--- src/rtl/core/ctbd_pkg.sv ---
// Package for the capacitive touch baseline detector.
// Holds widths, register indexes, reset values and the per-channel state types.
// Used by every module under rtl/core.
package ctbd_pkg;

  localparam int CHANNELS  = 8;
  localparam int CH_W      = 3;
  localparam int ADDR_W    = (CHANNELS > 1) ? $clog2(CHANNELS) : 1;
  localparam int SAMPLE_W  = 16;
  localparam int BASE_W    = 24;
  localparam int FRAC_W    = 8;
  localparam int COEF_W    = 16;
  localparam int CFG_IDX_W = 1;
  localparam int CFG_DAT_W = 16;
  localparam int PROD_W    = COEF_W + BASE_W;

  localparam logic [CFG_IDX_W-1:0] CFG_THR_IDX  = 1'd0;
  localparam logic [CFG_IDX_W-1:0] CFG_COEF_IDX = 1'd1;

  localparam logic [SAMPLE_W-1:0] THR_RESET  = 16'd20;
  localparam logic [COEF_W-1:0]   COEF_RESET = 16'd655;

  // Half of one Q0.16 unit, for round to nearest.
  localparam logic [PROD_W-1:0] ROUND_HALF = PROD_W'(32768);

  typedef enum logic [1:0] {
    DIR_HOLD,
    DIR_UP,
    DIR_DOWN
  } ctbd_dir_e;

  // One word of the per-channel state memory.
  typedef struct packed {
    logic                touch;
    logic [SAMPLE_W-1:0] prev;
    logic [BASE_W-1:0]   base;
  } ctbd_entry_t;

  // Result of the compare stage, handed to the tracking stages.
  typedef struct packed {
    logic [CH_W-1:0]     ch;
    logic                ok;
    logic                hit;
    logic [SAMPLE_W-1:0] filt;
    logic [SAMPLE_W-1:0] prev_new;
    logic [BASE_W-1:0]   base;
    logic [BASE_W-1:0]   mag;
    ctbd_dir_e           dir;
  } ctbd_eval_t;

endpackage

--- src/rtl/core/capacitive_touch_baseline_detector.sv ---
// Capacitive touch detector with a per-channel IIR baseline held in a state memory.
// Takes one item per clock while the output is not stalled and each item's channel
// differs from the channels of the two items before it; an item for a channel whose
// update is still in the two stages behind the memory read waits until that write
// lands. Results pass the compare, multiply and write stages, then the output
// register. The primed flags sit in flip-flops that reset clears, so no clearing pass
// is needed. Depends on ctbd_pkg, ctbd_state_ram, ctbd_eval and ctbd_track_mult.
module capacitive_touch_baseline_detector import ctbd_pkg::*; (
  input  logic                 clk_i,
  input  logic                 rst_ni,
  input  logic                 in_valid_i,
  output logic                 in_stall_o,
  input  logic [CH_W-1:0]      channel_i,
  input  logic [SAMPLE_W-1:0]  sample_i,
  input  logic                 recalibrate_i,
  output logic                 out_valid_o,
  input  logic                 out_stall_i,
  output logic [CH_W-1:0]      out_channel_o,
  output logic                 touched_o,
  output logic [SAMPLE_W-1:0]  filtered_o,
  output logic [BASE_W-1:0]    baseline_out_o,
  input  logic                 cfg_we_i,
  input  logic [CFG_IDX_W-1:0] cfg_index_i,
  input  logic [CFG_DAT_W-1:0] cfg_data_i
);

  // Configuration
  logic [SAMPLE_W-1:0] thr_q;
  logic [COEF_W-1:0]   coef_q;

  always_ff @(posedge clk_i or negedge rst_ni) begin
    if (!rst_ni) begin
      thr_q  <= THR_RESET;
      coef_q <= COEF_RESET;
    end else if (cfg_we_i) begin
      case (cfg_index_i)
        CFG_THR_IDX:  thr_q  <= cfg_data_i;
        CFG_COEF_IDX: coef_q <= cfg_data_i;
        default: ;
      endcase
    end
  end

  // Pipeline state
  logic                v1_q, v2_q, v3_q, out_valid_q;
  logic [CH_W-1:0]     ch1_q;
  logic [SAMPLE_W-1:0] smp1_q;
  logic                recal1_q, primed1_q;
  ctbd_eval_t          e2_q;
  logic [CH_W-1:0]     ch3_q;
  logic                ok3_q, hit3_q;
  logic [SAMPLE_W-1:0] filt3_q, prev3_q;
  logic [BASE_W-1:0]   base3_q, step3_q, mag3_q;
  ctbd_dir_e           dir3_q;
  logic [CHANNELS-1:0] primed_q;

  logic out_free, free3, free2, free1;
  logic adv3, adv2, adv1, accept, hazard;

  assign out_free = !out_valid_q || !out_stall_i;
  assign adv3     = v3_q && out_free;
  assign free3    = !v3_q || out_free;
  assign adv2     = v2_q && free3;
  assign free2    = !v2_q || free3;
  // Hold an item whose channel still has an update in flight.
  assign hazard   = (v2_q && (e2_q.ch == ch1_q)) || (v3_q && (ch3_q == ch1_q));
  assign adv1     = v1_q && free2 && !hazard;
  assign free1    = !v1_q || adv1;
  assign accept   = in_valid_i && free1;
  assign in_stall_o = !free1;

  // State memory
  logic [ADDR_W-1:0] rd_addr;
  logic              wr_en;
  ctbd_entry_t       wr_data;
  ctbd_entry_t       entry;
  logic [BASE_W-1:0] base_new;

  // Re-read while an item is held so that later writes are seen.
  assign rd_addr = free1 ? channel_i[ADDR_W-1:0] : ch1_q[ADDR_W-1:0];
  assign wr_en   = adv3 && ok3_q;

  always_comb begin
    case (dir3_q)
      DIR_UP:   base_new = base3_q + step3_q;
      DIR_DOWN: base_new = base3_q - step3_q;
      DIR_HOLD: base_new = base3_q;
      default:  base_new = base3_q;
    endcase
  end

  assign wr_data.touch = hit3_q;
  assign wr_data.prev  = prev3_q;
  assign wr_data.base  = base_new;

  ctbd_state_ram u_ram (
    .clk_i   (clk_i),
    .rst_ni  (rst_ni),
    .we_i    (wr_en),
    .waddr_i (ch3_q[ADDR_W-1:0]),
    .wdata_i (wr_data),
    .raddr_i (rd_addr),
    .rdata_o (entry)
  );

  // Stage 1: read data arrives, compare
  ctbd_eval_t eval;

  ctbd_eval u_eval (
    .ch_i     (ch1_q),
    .sample_i (smp1_q),
    .recal_i  (recal1_q),
    .primed_i (primed1_q),
    .entry_i  (entry),
    .thr_i    (thr_q),
    .eval_o   (eval)
  );

  // Stage 2: multiply
  logic [BASE_W-1:0] step;

  ctbd_track_mult u_mult (
    .coef_i (coef_q),
    .mag_i  (e2_q.mag),
    .step_o (step)
  );

  always_ff @(posedge clk_i or negedge rst_ni) begin
    if (!rst_ni) begin
      v1_q        <= 1'b0;
      v2_q        <= 1'b0;
      v3_q        <= 1'b0;
      out_valid_q <= 1'b0;
      primed_q    <= '0;
    end else begin
      if (free1) v1_q <= accept;
      if (free2) v2_q <= adv1;
      if (free3) v3_q <= adv2;
      if (out_free) out_valid_q <= adv3;
      if (accept && (32'(channel_i) < CHANNELS)) begin
        primed_q[channel_i[ADDR_W-1:0]] <= 1'b1;
      end
    end
  end

  always_ff @(posedge clk_i) begin
    if (accept) begin
      ch1_q     <= channel_i;
      smp1_q    <= sample_i;
      recal1_q  <= recalibrate_i;
      primed1_q <= primed_q[channel_i[ADDR_W-1:0]];
    end
    if (adv1) begin
      e2_q <= eval;
    end
    if (adv2) begin
      ch3_q   <= e2_q.ch;
      ok3_q   <= e2_q.ok;
      hit3_q  <= e2_q.hit;
      filt3_q <= e2_q.filt;
      prev3_q <= e2_q.prev_new;
      base3_q <= e2_q.base;
      mag3_q  <= e2_q.mag;
      dir3_q  <= e2_q.dir;
      step3_q <= step;
    end
    if (adv3) begin
      out_channel_o  <= ch3_q;
      touched_o      <= hit3_q;
      filtered_o     <= filt3_q;
      baseline_out_o <= base_new;
    end
  end

  assign out_valid_o = out_valid_q;

  // A rounded step never overshoots the target.
  assert property (@(posedge clk_i) disable iff (!rst_ni)
    (v3_q && (dir3_q != DIR_HOLD)) |-> (step3_q <= mag3_q))
    else $error("tracking step exceeds distance to target");

  // A touched result lies strictly below its own baseline.
  assert property (@(posedge clk_i) disable iff (!rst_ni)
    (out_valid_q && touched_o) |-> ({filtered_o, FRAC_W'(0)} < baseline_out_o))
    else $error("touched result not below baseline");

  // A read that meets a write to the same entry returns the written word.
  assert property (@(posedge clk_i) disable iff (!rst_ni)
    (wr_en && (ch3_q[ADDR_W-1:0] == rd_addr)) |=> (entry == $past(wr_data)))
    else $error("state memory bypass lost a write");

endmodule

--- src/rtl/core/ctbd_state_ram.sv ---
// Per-channel state memory: one write port, one registered read port.
// A read that meets a write to the same entry returns the written word.
// Depends on ctbd_pkg.
module ctbd_state_ram import ctbd_pkg::*; (
  input  logic              clk_i,
  input  logic              rst_ni,
  input  logic              we_i,
  input  logic [ADDR_W-1:0] waddr_i,
  input  ctbd_entry_t       wdata_i,
  input  logic [ADDR_W-1:0] raddr_i,
  output ctbd_entry_t       rdata_o
);

  ctbd_entry_t mem_q [CHANNELS];
  ctbd_entry_t rd_q;
  ctbd_entry_t byp_q;
  logic        byp_v_q;

  always_ff @(posedge clk_i) begin
    if (we_i) begin
      mem_q[waddr_i] <= wdata_i;
    end
    rd_q  <= mem_q[raddr_i];
    byp_q <= wdata_i;
  end

  // Flag a read that races a write to the same entry.
  always_ff @(posedge clk_i or negedge rst_ni) begin
    if (!rst_ni) begin
      byp_v_q <= 1'b0;
    end else begin
      byp_v_q <= we_i && (waddr_i == raddr_i);
    end
  end

  assign rdata_o = byp_v_q ? byp_q : rd_q;

endmodule

--- src/rtl/core/ctbd_eval.sv ---
// Compare stage: peak filter, touch test and signed distance to the baseline.
// Combinational; fed by the state memory read and the threshold register.
// Depends on ctbd_pkg.
module ctbd_eval import ctbd_pkg::*; (
  input  logic [CH_W-1:0]     ch_i,
  input  logic [SAMPLE_W-1:0] sample_i,
  input  logic                recal_i,
  input  logic                primed_i,
  input  ctbd_entry_t         entry_i,
  input  logic [SAMPLE_W-1:0] thr_i,
  output ctbd_eval_t          eval_o
);

  logic                ok;
  logic [SAMPLE_W-1:0] filt;
  logic [BASE_W-1:0]   fq;
  logic [BASE_W-1:0]   thr24;
  logic                hit;
  logic                up;

  assign ok    = 32'(ch_i) < CHANNELS;
  assign filt  = (sample_i > entry_i.prev) ? sample_i : entry_i.prev;
  assign fq    = {filt, FRAC_W'(0)};
  assign thr24 = {thr_i, FRAC_W'(0)};
  // A baseline below the threshold never reads as touched.
  assign hit   = (entry_i.base >= thr24) && (fq < (entry_i.base - thr24));
  assign up    = fq > entry_i.base;

  always_comb begin
    eval_o          = '0;
    eval_o.ch       = ch_i;
    eval_o.ok       = ok;
    eval_o.dir      = DIR_HOLD;
    if (ok) begin
      eval_o.prev_new = sample_i;
      if (recal_i || !primed_i) begin
        // Load baseline and history from this sample.
        eval_o.filt = sample_i;
        eval_o.base = {sample_i, FRAC_W'(0)};
      end else begin
        eval_o.filt = filt;
        eval_o.base = entry_i.base;
        eval_o.hit  = hit;
        eval_o.mag  = up ? (fq - entry_i.base) : (entry_i.base - fq);
        if (!hit && (fq != entry_i.base)) begin
          eval_o.dir = up ? DIR_UP : DIR_DOWN;
        end
      end
    end
  end

endmodule

--- src/rtl/core/ctbd_track_mult.sv ---
// Tracking step: coefficient times distance, rounded to nearest in Q0.16.
// Combinational multiply, registered by the caller.
// Depends on ctbd_pkg.
module ctbd_track_mult import ctbd_pkg::*; (
  input  logic [COEF_W-1:0] coef_i,
  input  logic [BASE_W-1:0] mag_i,
  output logic [BASE_W-1:0] step_o
);

  logic [PROD_W-1:0] prod;
  logic [PROD_W-1:0] rounded;

  assign prod    = PROD_W'(coef_i) * PROD_W'(mag_i);
  assign rounded = prod + ROUND_HALF;
  assign step_o  = rounded[PROD_W-1:COEF_W];

endmodule

--- config.mk ---
export PLATFORM = sky130hd
export DESIGN_NAME = capacitive_touch_baseline_detector
export DESIGN_NICKNAME = d
export VERILOG_FILES = /design/src/rtl/core/ctbd_pkg.sv /design/src/rtl/core/capacitive_touch_baseline_detector.sv /design/src/rtl/core/ctbd_state_ram.sv /design/src/rtl/core/ctbd_eval.sv /design/src/rtl/core/ctbd_track_mult.sv
export SDC_FILE = /design/constraint.sdc
export NUM_CORES = 2
export LEC_CHECK = 0
export ABC_AREA = 1
export BUFFER_PORTS_ARGS = -buffer_cell sky130_fd_sc_hd__buf_2
export CORE_UTILIZATION = 55
export CTS_BUF_LIST = sky130_fd_sc_hd__clkbuf_16
export DETAILED_ROUTE_END_ITERATION = 8
export GPL_ROUTABILITY_DRIVEN = 1
export PLACE_DENSITY = 0.79
export SETUP_SLACK_MARGIN = 0.05
export SYNTH_ARGS = -nofsm -noshare
export SYNTH_HDL_FRONTEND = slang
export SYNTH_SLANG_ARGS = --single-unit
export TNS_END_PERCENT = 100
--- constraint.sdc ---
create_clock -name clk_i -period 6.5 [get_ports clk_i]
set_clock_uncertainty 0.1 [all_clocks]
set_input_delay 0.325 -clock clk_i [delete_from_list [all_inputs] [get_ports clk_i]]
set_output_delay 0.325 -clock clk_i [all_outputs]
set_load 0.05 [all_outputs]
==> key figures <==
Critical path
  • Critical path data required time: between 6 and 7 ns
  • CP top delay family: adder cells
  • R2R cell count: 24
  • Nature of the critical path endpoint: flop
  • Critical R2R Capture: step3_q[23]$_DFFE_PP_
  • Most common cell on crit path: nand2_1
  • CP max stage delay: between 0.7 and 0.8 ns
  • R2R setup slack: ~0.38 ns
  • Worst endpoint data arrival time: roughly 6.4 ns
  • Cell Chain, Critical Path: buf_4, nand2_1, fa_1, inv_1, fa_1, inv_1, fa_1, inv_1, fa_1, fa_1, inv_1, fa_1, inv_1, ha_1, nand2_1, nand2_1, a31oi_1, o21ai_0, nand2_1, nand3_1, nand2_1, nand2_1, nand2_1, nand2_1
  • Crit path max fanout: 16
  • Reg-to-reg startpoint: coef_q[7]$_DFFE_PN1P_
  • Slowest CP cell: dfstp_2
  • Crit Path Class: reg2reg
  • Worst path buffer plus inverter count: 6
  • Startpoint types: flop

Outcome
  • Status: complete, but fails checks
  • Failing checks: DRC

Routing
  • DR WL/cell: 19.8 um
  • Via-to-Cell Ratio: 5.57
  • ANT nets after route: 0
  • Drt total wl: about 130 mm
  • Drt drc: 1
  • Vias: about 35,000
  • Initial DRC count: between 3,000 and 4,000
  • Drt pass-1 iters: 8

GRT
  • Most used routing layer: met2
  • Initial antenna violation count: 0
  • Met3 usage: 5.80%
  • Grt total ovfl: 0
  • M1 GR Usage: a little over two fifths
  • First-pass GRT wire length: 195 mm
  • Total GRT Usage: between 30% and 40%
  • M2 GR Usage: between 40% and 50%
  • Vias in the first global route: around 35,000
  • Largest net degree at the start of global routing: between 70 and 80

Clock network
  • Clock tree root buffer cell: clkbuf_16
  • CTS Buf Count: 70
  • CTS tree: built
  • Max H-tree Level: 3
  • Worst-path clk slew: about 0.060 ns
  • Worst-skew pair later-pin latency: 0.62 ns
  • Longest Clk Path Bufs: 3
  • Clk sinks: just under 700

Timing
  • Final Setup Violations: 0
  • FMAX: ~160 MHz
  • Setup TNS: 0 ns
  • Fin crit share: 94.2%
  • Max-slew violation total from the final report: 0
  • Hold Vio Cnt, Final: 0
  • Tmin final: a little over 6 ns
  • RSZ-0062 raised after global routing: true
  • Tightest Pin Transition: about 1.3 ns
  • Max_slew headroom: between 10% and 20%

Floorplanning
  • Row Count: around 100
  • Core ar.: slightly above 0.08 mm^2
  • Die Y: 289 um
  • IO Count: 88
  • Chip Width: slightly below 300 um
  • Initial Util: a little under three fifths
  • Die area: 0.0836 mm^2

Logic synthesis
  • Largest family of logic cells by synthesized area: adder cells
  • Post-synth ARST share: under 10%
  • Post-Synth XOR/XNOR Area: under 10%
  • Mean Syn Cell Area: between 8 and 9 um^2
  • Mapped cell area: 0.0453 mm^2
  • Mux cell area share after synthesis: less than 1%
  • Yosys reg bits: 681
  • Synth Area in Adders: 20.0%
  • EDFF count, synth: around 560
  • Simple-gate portion of the synthesized area: between 10% and 20%
  • Synthesis Warnings: 0
  • Share of the synthesized area in the top cell type: ~37%
  • Register area share after synthesis: a little over two fifths
  • Leading area contributor after synthesis: edfxtp_1
  • Net count of the mapped netlist: approximately 5,700
  • Top FF cell, synth: edfxtp_1
  • Synth Area in Compound Gates: around 4.5%
  • Post-Synthesis Cells: 5,161
  • Largest cells by area after synthesis: edfxtp_1, fa_1, nand2_1
  • Yosys cell types: 45

Layout
  • Final core utilization: about three fifths
  • Share of cells above drive strength 1: under 10%
  • Commonest non-fill, non-tap cell in the layout: nand2_1
  • Fillers: 6,546
  • Diodes inserted: 0
  • Multi-input logic area: between 0.02 and 0.025 mm^2
  • Register Area: slightly below 0.02 mm^2
  • Area Growth Syn to Fin: 9.77%
  • Nets: around 5,800
  • Commonest non-fill, non-tap cells in the layout: nand2_1, inv_1, edfxtp_1

Placement
  • Detailed Place HPWL: a little under 90 mm
  • Port buffer count: 87
  • Global placement routability congestion: slightly above 1

Worst hold path
  • Min-delay worst type: in2async

Job
  • Max Cap Violations: 0
==> worst max-delay path by stage <==
stage                                      from                     to  depth (start not counted)
after floorplan           coef_q[2]$_DFFE_PN1P_  step3_q[23]$_DFFE_PP_                         24
after global placement    coef_q[9]$_DFFE_PN1P_  step3_q[21]$_DFFE_PP_                         20
after detailed placement  coef_q[9]$_DFFE_PN1P_  step3_q[21]$_DFFE_PP_                         20
after CTS                 coef_q[9]$_DFFE_PN1P_  step3_q[21]$_DFFE_PP_                         20
after global routing      coef_q[8]$_DFFE_PN0P_  step3_q[23]$_DFFE_PP_                         20
final                     coef_q[7]$_DFFE_PN1P_  step3_q[23]$_DFFE_PP_                         24
==> through the flow <==
step | cells | worst slack, ns | hold slack (ns) | area (um^2)
floorplan | 5161 | 0.727 | -0.0706 | 45300
global placement | 6184 | 0.400 | 0.300 | 47100
detailed placement | 6184 | 0.306 | 0.305 | 47100
CTS | 6351 | 0.313 | 0.234 | 49700
global route | 6357 | 0.0197 | 0.293 | 49800
finish | 6357 | 0.376 | 0.262 | 49800
==> state kept, by name (all words and copies together), names as in the netlist, 24 cells and up <==
signal / flops
e2_q: 85
u_ram.rd_q: 40
base3_q: 24
u_ram.byp_q: 40
u_ram.mem_q: 320
baseline_out_o: 24
step3_q: 24
==> kinds of logic (layout without fill, tap and decap cells) <==
logic type               count (synthesis)  in the layout
adder cells (fa/ha/maj)                541            541
multiplexers                            16             16
XOR/XNOR                                68             68
AO/OA/AOI/OAI                          374            374
AND/OR/NAND/NOR                       2126           2126
buffers and inverters                 1355           1491
flip-flops                             681            681
==> area by class of cell <==
type                            instances  share of cell area [%]
Clock buffer                           72                    3.62
Clock inverter                         56                   0.882
Inverter                             1143                    8.62
Multi-Input combinational cell       3125                    42.0
Sequential cell                       681                    39.1
Tap cell                             1060                    2.66
Timing Repair Buffer                  220                    3.18
==> repair_timing <==
item | CTS | global route
endpoints found under the hold margin | 97 | 0
gates resized for setup | 0 | 7
hold buffers | 39 | 0
setup buffers | 0 | 6
setup endpoints to repair | 0 | 9
==> layer usage <==
| metal | part of all wire, % | vias up |
|---|---|---|
| met1 | 40 | 16868 |
| li1 | - | 16220 |
| met4 | 3.1 | 0 |
| met3 | 11 | 291 |
| met5 | 0 | - |
| met2 | 46 | 2037 |
==> synth_stat cells, types with 29 or more instances <==
| cell type | n |
|---|---|
| nand2_1 | 1312 |
| inv_1 | 1140 |
| edfxtp_1 | 556 |
| nand3_1 | 486 |
| fa_1 | 308 |
| ha_1 | 233 |
| nor2_1 | 215 |
| o21ai_0 | 158 |
| clkbuf_1 | 152 |
| a21oi_1 | 140 |
| dfxtp_1 | 80 |
| buf_2 | 51 |
| xor2_1 | 48 |
| dfrtp_1 | 37 |
| nor3_1 | 29 |
==> worst register-to-register path, delay by kind of cell (launching register included) <==
kind            cells  cell delay (ns)
buf+inv             6             0.54
fa+ha+maj           7             3.33
simple gates        9             0.80
flops               1             0.78
compound gates      2             0.35
Power is left out: the tool's default activity adds up to more than one toggle a clock period on the data nets, which glitch-free logic cannot reach.
